<file path="config.mk">
export PLATFORM = sky130hd
export DESIGN_NAME = utf8_to_java_escape_stream
export DESIGN_NICKNAME = d
export VERILOG_FILES = /design/src/rtl/u8je_pkg.sv /design/src/rtl/utf8_to_java_escape_stream.sv
export SDC_FILE = /design/constraint.sdc
export NUM_CORES = 1
export LEC_CHECK = 0
export ABC_AREA = 0
export BUFFER_PORTS_ARGS = -buffer_cell sky130_fd_sc_hd__buf_4
export CAP_MARGIN = 20
export CORE_MARGIN = 3
export CORE_UTILIZATION = 50
export CTS_CLUSTER_SIZE = 40
export DETAILED_ROUTE_END_ITERATION = 12
export PLACE_DENSITY = 0.78
export SYNTH_ARGS = -nofsm -noshare
export SYNTH_HDL_FRONTEND = slang
export SYNTH_SLANG_ARGS = --single-unit
</file>
<file path="constraint.sdc">
create_clock -name i_clk -period 8.6 [get_ports i_clk]
set_clock_uncertainty 0.2 [all_clocks]
set_input_delay 0.43 -clock i_clk [delete_from_list [all_inputs] [get_ports i_clk]]
set_output_delay 0.43 -clock i_clk [all_outputs]
set_load 0.01 [all_outputs]
</file>
<file path="src/rtl/u8je_pkg.sv">
// Shared types, codes and character helpers for the UTF-8 to Java escape converter.
package u8je_pkg;

    localparam int MaxResults = 6;
    localparam int RunIdxW    = $clog2(MaxResults);
    localparam int RunCntW    = $clog2(MaxResults + 1);

    // Error codes carried on the result channel
    localparam logic [1:0] ErrNone  = 2'd0;
    localparam logic [1:0] ErrLead  = 2'd1;
    localparam logic [1:0] ErrCont  = 2'd2;
    localparam logic [1:0] ErrRange = 2'd3;

    localparam logic [6:0] ChBslash = 7'h5C;
    localparam logic [6:0] ChZero   = 7'h30;
    localparam logic [6:0] ChLowA   = 7'h61;
    localparam logic [6:0] ChU      = 7'h75;
    localparam logic [6:0] ChB      = 7'h62;
    localparam logic [6:0] ChT      = 7'h74;
    localparam logic [6:0] ChN      = 7'h6E;
    localparam logic [6:0] ChF      = 7'h66;
    localparam logic [6:0] ChR      = 7'h72;
    localparam logic [6:0] ChDquote = 7'h22;
    localparam logic [6:0] ChSquote = 7'h27;

    typedef struct packed {
        logic [6:0] ch;
        logic       text_end;
        logic [1:0] err;
    } t_result;

    function automatic logic [6:0] hex_digit(input logic [3:0] d);
        logic [6:0] r;
        if (d < 4'd10) begin
            r = ChZero + {3'b000, d};
        end else begin
            r = ChLowA + {3'b000, d} - 7'd10;
        end
        return r;
    endfunction

    function automatic logic [6:0] oct_digit(input logic [2:0] d);
        return ChZero + {4'b0000, d};
    endfunction

endpackage

</file>
<file path="src/rtl/utf8_to_java_escape_stream.sv">
// UTF-8 byte stream to Java escape text converter, one escape character per result.
//
// One UTF-8 byte is taken per transfer and decoded combinationally against the
// sequence state; the whole run of results that the byte causes (zero to six) is
// loaded into a run buffer and drained one result per cycle while i_ready is high.
// A byte that causes at most one result therefore moves at one per cycle while i_ready
// is high; a byte that causes more holds the output until its run drains, and the next
// byte is taken in the cycle in which the last result of the current run transfers.
// A zero byte ends the text and gives an end result; an error gives one error result
// and the bytes up to the next zero are dropped. last_of_run marks each run's last result.
module utf8_to_java_escape_stream (
    input  logic       i_clk,
    input  logic       i_rst_n,
    input  logic       i_valid,
    output logic       o_ready,
    input  logic [7:0] i_in_byte,
    output logic       o_valid,
    input  logic       i_ready,
    output logic [6:0] o_out_char,
    output logic       o_last_of_run,
    output logic       o_text_end,
    output logic [1:0] o_error_code
);

    // sequence state
    logic [15:0] r_acc, n_acc;
    logic        r_ovf, n_ovf;
    logic [2:0]  r_remain, n_remain;
    logic        r_skip, n_skip;

    // run buffer
    u8je_pkg::t_result                        r_run [u8je_pkg::MaxResults];
    logic [u8je_pkg::RunIdxW-1:0]             r_pos, n_pos;
    logic [u8je_pkg::RunCntW-1:0]             r_left, n_left;

    u8je_pkg::t_result                        dec_run [u8je_pkg::MaxResults];
    logic [u8je_pkg::RunCntW-1:0]             dec_cnt;
    logic [15:0]                              dec_acc;
    logic                                     dec_ovf;
    logic [2:0]                               dec_remain;
    logic                                     dec_skip;
    logic                                     esc_go;
    logic [15:0]                              esc_v;
    logic [15:0]                              cont_acc;
    logic                                     cont_ovf;
    logic [2:0]                               cont_remain;

    u8je_pkg::t_result                        esc_run [u8je_pkg::MaxResults];
    logic [u8je_pkg::RunCntW-1:0]             esc_cnt;
    logic [6:0]                               esc_short;

    logic in_xfer;
    logic out_xfer;

    assign o_valid  = (r_left != '0);
    assign out_xfer = o_valid && i_ready;
    assign o_ready  = !o_valid || (i_ready && (r_left == u8je_pkg::RunCntW'(1)));
    assign in_xfer  = i_valid && o_ready;

    assign o_out_char    = r_run[r_pos].ch;
    assign o_text_end    = r_run[r_pos].text_end;
    assign o_error_code  = r_run[r_pos].err;
    assign o_last_of_run = (r_left == u8je_pkg::RunCntW'(1));

    // continuation byte: shift in six bits, flag anything pushed above 16 bits
    assign cont_acc    = {r_acc[9:0], i_in_byte[5:0]};
    assign cont_ovf    = r_ovf || (r_acc[15:10] != 6'd0);
    assign cont_remain = r_remain - 3'd1;

    // escape text for a finished code point
    always_comb begin
        for (int i = 0; i < u8je_pkg::MaxResults; i++) begin
            esc_run[i] = '{ch: 7'd0, text_end: 1'b0, err: u8je_pkg::ErrNone};
        end
        esc_short = 7'd0;
        esc_cnt   = '0;
        if (esc_v[15:8] == 8'd0) begin
            unique case (esc_v[7:0])
                8'h08:   esc_short = u8je_pkg::ChB;
                8'h09:   esc_short = u8je_pkg::ChT;
                8'h0A:   esc_short = u8je_pkg::ChN;
                8'h0C:   esc_short = u8je_pkg::ChF;
                8'h0D:   esc_short = u8je_pkg::ChR;
                8'h22:   esc_short = u8je_pkg::ChDquote;
                8'h27:   esc_short = u8je_pkg::ChSquote;
                8'h5C:   esc_short = u8je_pkg::ChBslash;
                default: esc_short = 7'd0;
            endcase
            priority if (esc_short != 7'd0) begin
                esc_run[0].ch = u8je_pkg::ChBslash;
                esc_run[1].ch = esc_short;
                esc_cnt       = u8je_pkg::RunCntW'(2);
            end else if (esc_v[7:0] >= 8'h20 && esc_v[7:0] <= 8'h7E) begin
                esc_run[0].ch = esc_v[6:0];
                esc_cnt       = u8je_pkg::RunCntW'(1);
            end else begin
                esc_run[0].ch = u8je_pkg::ChBslash;
                esc_run[1].ch = u8je_pkg::oct_digit({1'b0, esc_v[7:6]});
                esc_run[2].ch = u8je_pkg::oct_digit(esc_v[5:3]);
                esc_run[3].ch = u8je_pkg::oct_digit(esc_v[2:0]);
                esc_cnt       = u8je_pkg::RunCntW'(4);
            end
        end else begin
            esc_run[0].ch = u8je_pkg::ChBslash;
            esc_run[1].ch = u8je_pkg::ChU;
            esc_run[2].ch = u8je_pkg::hex_digit(esc_v[15:12]);
            esc_run[3].ch = u8je_pkg::hex_digit(esc_v[11:8]);
            esc_run[4].ch = u8je_pkg::hex_digit(esc_v[7:4]);
            esc_run[5].ch = u8je_pkg::hex_digit(esc_v[3:0]);
            esc_cnt       = u8je_pkg::RunCntW'(6);
        end
    end

    // byte decode against the sequence state
    always_comb begin
        for (int i = 0; i < u8je_pkg::MaxResults; i++) begin
            dec_run[i] = '{ch: 7'd0, text_end: 1'b0, err: u8je_pkg::ErrNone};
        end
        dec_cnt    = '0;
        dec_acc    = r_acc;
        dec_ovf    = r_ovf;
        dec_remain = r_remain;
        dec_skip   = r_skip;
        esc_go     = 1'b0;
        esc_v      = 16'd0;
        if (r_skip) begin
            if (i_in_byte == 8'd0) begin
                dec_skip            = 1'b0;
                dec_acc             = 16'd0;
                dec_ovf             = 1'b0;
                dec_remain          = 3'd0;
                dec_run[0].text_end = 1'b1;
                dec_cnt             = u8je_pkg::RunCntW'(1);
            end
        end else if (r_remain == 3'd0) begin
            priority if (i_in_byte == 8'd0) begin
                dec_run[0].text_end = 1'b1;
                dec_cnt             = u8je_pkg::RunCntW'(1);
            end else if (!i_in_byte[7]) begin
                esc_go = 1'b1;
                esc_v  = {8'd0, i_in_byte};
            end else if (i_in_byte < 8'hC0 || i_in_byte >= 8'hFE) begin
                dec_skip       = 1'b1;
                dec_acc        = 16'd0;
                dec_ovf        = 1'b0;
                dec_run[0].err = u8je_pkg::ErrLead;
                dec_cnt        = u8je_pkg::RunCntW'(1);
            end else if (i_in_byte < 8'hE0) begin
                dec_acc    = {11'd0, i_in_byte[4:0]};
                dec_ovf    = 1'b0;
                dec_remain = 3'd1;
            end else if (i_in_byte < 8'hF0) begin
                dec_acc    = {12'd0, i_in_byte[3:0]};
                dec_ovf    = 1'b0;
                dec_remain = 3'd2;
            end else if (i_in_byte < 8'hF8) begin
                dec_acc    = {13'd0, i_in_byte[2:0]};
                dec_ovf    = 1'b0;
                dec_remain = 3'd3;
            end else if (i_in_byte < 8'hFC) begin
                dec_acc    = {14'd0, i_in_byte[1:0]};
                dec_ovf    = 1'b0;
                dec_remain = 3'd4;
            end else begin
                dec_acc    = {15'd0, i_in_byte[0]};
                dec_ovf    = 1'b0;
                dec_remain = 3'd5;
            end
        end else begin
            priority if (i_in_byte == 8'd0) begin
                // terminator inside a sequence: bad continuation, then end
                dec_acc             = 16'd0;
                dec_ovf             = 1'b0;
                dec_remain          = 3'd0;
                dec_run[0].err      = u8je_pkg::ErrCont;
                dec_run[1].text_end = 1'b1;
                dec_cnt             = u8je_pkg::RunCntW'(2);
            end else if (i_in_byte[7:6] != 2'b10) begin
                dec_skip       = 1'b1;
                dec_acc        = 16'd0;
                dec_ovf        = 1'b0;
                dec_remain     = 3'd0;
                dec_run[0].err = u8je_pkg::ErrCont;
                dec_cnt        = u8je_pkg::RunCntW'(1);
            end else if (cont_remain != 3'd0) begin
                dec_acc    = cont_acc;
                dec_ovf    = cont_ovf;
                dec_remain = cont_remain;
            end else if (cont_ovf) begin
                dec_skip       = 1'b1;
                dec_acc        = 16'd0;
                dec_ovf        = 1'b0;
                dec_remain     = 3'd0;
                dec_run[0].err = u8je_pkg::ErrRange;
                dec_cnt        = u8je_pkg::RunCntW'(1);
            end else begin
                dec_acc    = 16'd0;
                dec_ovf    = 1'b0;
                dec_remain = 3'd0;
                esc_go     = 1'b1;
                esc_v      = cont_acc;
            end
        end
    end

    always_comb begin
        n_acc    = r_acc;
        n_ovf    = r_ovf;
        n_remain = r_remain;
        n_skip   = r_skip;
        n_pos    = r_pos;
        n_left   = r_left;
        if (out_xfer) begin
            n_pos  = r_pos + u8je_pkg::RunIdxW'(1);
            n_left = r_left - u8je_pkg::RunCntW'(1);
        end
        if (in_xfer) begin
            n_acc    = dec_acc;
            n_ovf    = dec_ovf;
            n_remain = dec_remain;
            n_skip   = dec_skip;
            n_pos    = '0;
            n_left   = esc_go ? esc_cnt : dec_cnt;
        end
    end

    always_ff @(posedge i_clk) begin
        if (!i_rst_n) begin
            r_acc    <= 16'd0;
            r_ovf    <= 1'b0;
            r_remain <= 3'd0;
            r_skip   <= 1'b0;
            r_pos    <= '0;
            r_left   <= '0;
        end else begin
            r_acc    <= n_acc;
            r_ovf    <= n_ovf;
            r_remain <= n_remain;
            r_skip   <= n_skip;
            r_pos    <= n_pos;
            r_left   <= n_left;
        end
    end

    // load the run of results for the byte just taken
    always_ff @(posedge i_clk) begin
        if (in_xfer) begin
            for (int i = 0; i < u8je_pkg::MaxResults; i++) begin
                r_run[i] <= esc_go ? esc_run[i] : dec_run[i];
            end
        end
    end

    a_left_bound: assert property (@(posedge i_clk) disable iff (!i_rst_n)
        r_left <= u8je_pkg::RunCntW'(u8je_pkg::MaxResults))
        else $error("run buffer count above maximum");

    a_skip_no_seq: assert property (@(posedge i_clk) disable iff (!i_rst_n)
        r_skip |-> (r_remain == 3'd0))
        else $error("skipping while a sequence is open");

    a_take_on_last: assert property (@(posedge i_clk) disable iff (!i_rst_n)
        (in_xfer && o_valid) |-> (i_ready && o_last_of_run))
        else $error("byte taken while run still pending");

    a_end_is_last: assert property (@(posedge i_clk) disable iff (!i_rst_n)
        (o_valid && o_text_end) |-> o_last_of_run)
        else $error("end result not last of its run");

    a_err_no_char: assert property (@(posedge i_clk) disable iff (!i_rst_n)
        (o_valid && o_error_code != u8je_pkg::ErrNone) |-> (o_out_char == 7'd0 && !o_text_end))
        else $error("error result carries a character");

    a_run_len: assert property (@(posedge i_clk) disable iff (!i_rst_n)
        (o_valid && !i_ready) |=> (r_left == $past(r_left)))
        else $error("run count moved without a transfer");

endmodule
</file>
# Word level (Yosys, flattened, before mapping)
# Memory sizes are Yosys's and may differ from the RTL's. A register that Yosys moved wholly into a read port is not among the register bits.
# Index checks and enable logic that the tools add are counted.
[totals] ramBits=60 reg_bits=27 in_bits=12 output_inout_bits=13 n_memories=1
[memory_table] name="r_run" words=6 word_bits=10 rd=1 rd_ports_with_merged_regs=1 wr=6 line_no="utf8_to_java_escape_stream.sv:32" source="u8je_pkg::t_result r_run [u8je_pkg::MaxResults];"
[op_classes] bitwise_logic=1 reduce_logical=19 muxes=120 n_eq_ne=14 add_sub_neg=18 n_lt_le_gt_ge=12
[ops] op="16-bit two-way mux" count=14
[ops] op="7-bit two-way mux" count=21
[ops] op="3-bit two-way mux" count=23
[ops] op="10-bit two-way mux" count=6
[ops] op="7-bit one-hot mux with 8 select lines" count=1
[ops] op="1-bit two-way mux" count=44
[ops] op="8-bit by 4-bit == test with 1-bit output (second input constant)" count=5
[ops] op="8-bit < comparator (second input constant)" count=5
[ops] op="6-bit by 4-bit adder with 7-bit output (first input constant)" count=4
[ops] op="6-bit by 5-bit adder with 7-bit output (first input constant)" count=4
[ops] op="7-bit by 4-bit subtractor with 7-bit output (second input constant)" count=4
[ops] op="8-bit by 6-bit == test with 1-bit output (second input constant)" count=2
[ops] op="8-bit logical NOT" count=2
[ops] op="4-bit < comparator (second input constant)" count=4
[ops] op="2-bit two-way mux" count=8
[ops] op="6-bit by 3-bit adder with 7-bit output (first input constant)" count=2
[ops] op="5-bit two-way mux" count=2
[ops] op="3-bit inequality test (second input constant)" count=3
[ops] op="8-bit by 7-bit == test with 1-bit output (second input constant)" count=1
[ops] op="8-bit by 6-bit >= comparator with 1-bit output (second input constant)" count=1
[ops] op="8-bit >= comparator (second input constant)" count=1
[ops] op="8-bit by 7-bit less-or-equal comparator with 1-bit output (second input constant)" count=1
[ops] op="6-bit by 2-bit adder with 7-bit output (first input constant)" count=1
[ops] op="7-bit nonzero test" count=1
[ops] op="other kinds (17)" count=24

# Longest topological paths before layout
[logic_depth] word_depth=16 depth_mapped=16

# Worst setup path before layout
# No wires, ideal clock.
[synth_timing] kind="register to register" start="register r_remain[0]" end="memory r_run[1][5] (netlist bit) (data pin)" period_less_slack_ps=3609 path_slack_ps=4991 stages_incl_launch_ff=15 arrival_ps=3144 required_ps=8135 path_buffers=0 cell_sequence="dfxtp_1 inv_1 ha_1 ha_1 and4b_1 nand4_1 nand2_1 and2_1 inv_1 ha_1 nor2b_1 a32oi_1 o22ai_1 a31o_1 or3_1"
[synth_rtl] element="from (decl)" line_no="utf8_to_java_escape_stream.sv:28" source="logic [2:0] r_remain, n_remain;"
[synth_rtl] element="from (signal assigned)" line_no="utf8_to_java_escape_stream.sv:238" source="r_remain <= n_remain;"
[synth_rtl] element="to (decl)" line_no="utf8_to_java_escape_stream.sv:32"

==> flow_metrics.py <==
metrics = {
    "status": {
        "status": "completed",
    },
    "timing": {
        "finalCriticalPeriod_ns": 4.28,
        "slew_headroom_pct": 49.2,
        "fmax_mhz": 233,
        "finalSetupViolations": 0,
        "setup_tns_ns": 0,
        "worst_pin_slew_ns": 0.755,
        "hold_viol": 0,
        "layout_setup_ws_ns": 4.32,
        "period_share_pct": 49.8,
        "hold_slack_ns": 0.214,
        "drv_slew": 0,
        "grt_setup_unrepaired": "false",
    },
    "die": {
        "ios": 25,
        "coreArea_mm2": 0.00846,
        "rows": 33,
        "die_height_um": 101,
        "initial_core_util_pct": 53.2,
        "dieWidth_um": 101,
        "die-area_mm2": 0.0102,
    },
    "routing": {
        "avgViaCountPerCell": 6.35,
        "drt_iter0_drc": 340,
        "totalWireLength_um": 11200,
        "ant_nets": 0,
        "drc": 0,
        "vias": 3668,
        "wire_per_inst_um": 19.3,
        "first_pass_iters": 6,
    },
    "clocking": {
        "hold_buffers": 0,
        "clkSlewWorstSetupHoldPaths_ns": 0.08,
        "root_buffer": "clkbuf_8",
        "clk_path_buf_depth": 2,
        "post_cts_resized": 0,
        "cts.sinks": 76,
        "clkLatencyLatePin_ns": 0.34,
        "cts_buffers": 9,
        "cts_setup_buffers": 0,
        "cts_tree": "built",
        "htree_levels": 3,
    },
    "run": {
        "maxCapViolCount": 0,
    },
    "placement": {
        "dp_hpwl_um": 8060,
        "port_buffers": 24,
        "place_congestion": 1.02,
        "placed_area_mm2": 0.00472,
        "dp_slack_ns": 4.43,
        "dp_cells": 562,
    },
    "setup_path": {
        "path_max_fanout": 21,
        "timing_worst_setup_path_type": "reg -> reg",
        "end_kind": "flip-flop",
        "cpMaxStageDelayCell": "ha_1",
        "crit_path_cell_trace": "inv_1, ha_1, ha_1, nor2_1, nand4_1, nand2_1, and2_1, inv_1, ha_1, o21ba_2, nand3_1, a211o_4, o32ai_1",
        "cp.arrival_ns": 4.24,
        "r2r_start": "r_remain[0]$_SDFFE_PN0P_",
        "crit_path_frequent_cell": "ha_1",
        "worstSetupStartpointType": "flip-flop",
        "ff2ff_path_depth": 13,
        "r2r_end": "r_run[2][4]$_SDFFCE_PN0P_",
        "cp.required_ns": 8.56,
        "regToRegSetupSlack_ns": 4.32,
        "max_stage_delay_ns": 0.44,
    },
    "cells_and_area": {
        "fin_cells": 578,
        "diodes": 0,
        "areaGrowthSynthToFinish_pct": 8.53,
        "final_util_pct": 57.7,
        "drive_gt1_share_pct": 15.2,
        "finalInstanceArea_mm2": 0.00488,
        "nets": 495,
    },
    "logic_synthesis": {
        "ys_seq_area_share_pct": 44.0,
        "synthCells": 457,
        "synth_ff_type": "edfxtp_1",
        "avgSynthCellArea_um2": 9.85,
        "syn_nets": 484,
        "synth_edf_count": 46,
        "yosys_warnings": 0,
        "async_flop_share_pct": 0,
        "synth_seq_cells": 76,
        "yosysUniqueCellTypes": 70,
        "netlist_area_mm2": 0.00450,
    },
    "grt": {
        "antenna_found_initial": 0,
        "grt_max_degree": 51,
        "met1_usage_pct": 32.0,
        "use_met3_pct": 4.08,
        "grt_pass1_vias": 3396,
        "use_met2_pct": 35.5,
        "globalRoute.totalOverflow": 0,
        "grt_pass1_wl_um": 17900,
        "busiest_layer": "met2",
        "grtUsageTotal_pct": 22.8,
    },
    "power": {
        "power.density_mw_per_mm2": 252,
        "p_leak_nw": 1.77,
        "irDropWorstVdd_mv": 0.131,
        "power_mw": 1.23,
    },
    "min_path": {
        "min_path_cells": 3,
        "hold_class": "in -> reg",
        "hp-start": "i_ready",
    },
}
-- cells by family (layout without fill, tap and decap cells) --
logic type                 Yosys count  after routing  synth area share, %
AOI/OAI and AO/OA                  109            109                 17.5
muxes                               23             23                 7.17
xor gates and xnor gates             7              7                 1.36
DFF                                 76             76                 44.0
adders and majority gates           15             15                 4.17
buffers and inverters               46             62                 4.17
and+or+nand+nor                    181            181                 21.6
-- report_power, final --
part           switching [mW]  total (mW)  internal (mW)
Sequential             0.0375       0.534          0.497
Clock                   0.134       0.237          0.103
Combinational           0.271       0.459          0.187
-- metal layers --
metal	up-vias	share of wire, %
met5	-	0
met4	0	2.3
met3	21	8.0
met2	161	46
met1	1756	43
li1	1730	-
-- critical path: cells and delay by family (launching register included) --
family / cells / cell delay, ns
AOI/OAI and AO/OA: 3 / 1.00
adders and majority gates: 3 / 0.90
buffers and inverters: 2 / 0.20
DFF: 1 / 0.37
and+or+nand+nor: 5 / 1.42
-- worst max-delay path by stage --
stage	start	end	slack (ns)	cells past startpoint
finish	r_remain[0]$_SDFFE_PN0P_	r_run[2][4]$_SDFFCE_PN0P_	4.32	13
global route	r_remain[0]$_SDFFE_PN0P_	r_run[1][5]$_SDFFCE_PN0P_	4.01	14
CTS	r_remain[0]$_SDFFE_PN0P_	r_run[3][4]$_SDFFCE_PN0P_	4.38	13
detailed placement	r_remain[0]$_SDFFE_PN0P_	r_run[3][4]$_SDFFCE_PN0P_	4.43	13
global placement	r_remain[0]$_SDFFE_PN0P_	r_run[3][4]$_SDFFCE_PN0P_	4.50	13
floorplan	r_remain[0]$_SDFFE_PN0P_	r_run[1][5]$_SDFFCE_PN0P_	4.99	14
-- area by class of cell --
type                       instances  area [um^2]
clock buffer                       9          124
tap                              105          131
clock inverter                     7         42.5
fill                             741         3580
timing repair buffer              27          203
multi-input combinational        335         2330
sequential                        76         1980
inverter                          19         71.3
-- Yosys cell counts, drive strengths merged (7+ instances only) --
| cell type | instances | area, um^2 |
|---|---|---|
| mux4 | 7 | 158 |
| clkbuf | 18 | 67.6 |
| and2 | 8 | 50.1 |
| nor2b | 10 | 62.6 |
| or2 | 7 | 43.8 |
| ha | 15 | 188 |
| dfxtp | 30 | 601 |
| nand2 | 51 | 191 |
| nor4 | 9 | 105 |
| a21oi | 28 | 140 |
| nor3 | 9 | 50.1 |
| mux2i | 12 | 120 |
| a21boi | 12 | 90.1 |
| and3 | 7 | 43.8 |
| inv | 19 | 71.3 |
| edfxtp | 46 | 1380 |
| o21ai | 15 | 75.1 |
| nand3 | 20 | 100 |
| buf | 9 | 48.8 |
| nor2 | 32 | 120 |
-- cell usage in the layout, fill, tap and decap left out, types with 3 or more instances in the layout --
| cell type | count |
|---|---|
| nor2b_1 | 10 |
| clkbuf_8 | 9 |
| nor4_2 | 3 |
| nand2b_1 | 4 |
| a21oi_1 | 28 |
| nor2_1 | 32 |
| dfxtp_1 | 30 |
| and3_1 | 7 |
| nand4_1 | 4 |
| or4_1 | 4 |
| buf_4 | 27 |
| o21ai_1 | 3 |
| edfxtp_1 | 46 |
| inv_1 | 16 |
| a211oi_1 | 3 |
| mux2i_1 | 12 |
| nor3_1 | 8 |
| o22ai_1 | 6 |
| ha_1 | 15 |
| o32ai_1 | 4 |
| mux4_2 | 7 |
| mux2_2 | 4 |
| nand3_1 | 20 |
| nor3b_1 | 3 |
| a21boi_1 | 12 |
| a31oi_1 | 5 |
| or2_1 | 4 |
| nand2_1 | 51 |
| xor2_1 | 5 |
| clkinv_1 | 3 |
| or2_2 | 3 |
| and2_1 | 8 |
| o21ai_0 | 12 |
| or3_1 | 6 |
| nor4_1 | 4 |
| a32oi_1 | 5 |
-- sequential cells by signal, indices dropped and copies added (netlist names), named ones only --
signal,cells
r_acc,16
r_left,3
r_ovf,1
r_pos,3
r_remain,3
r_run,46
r_skip,1
No activity file was read; power rests on OpenSTA's default activity.
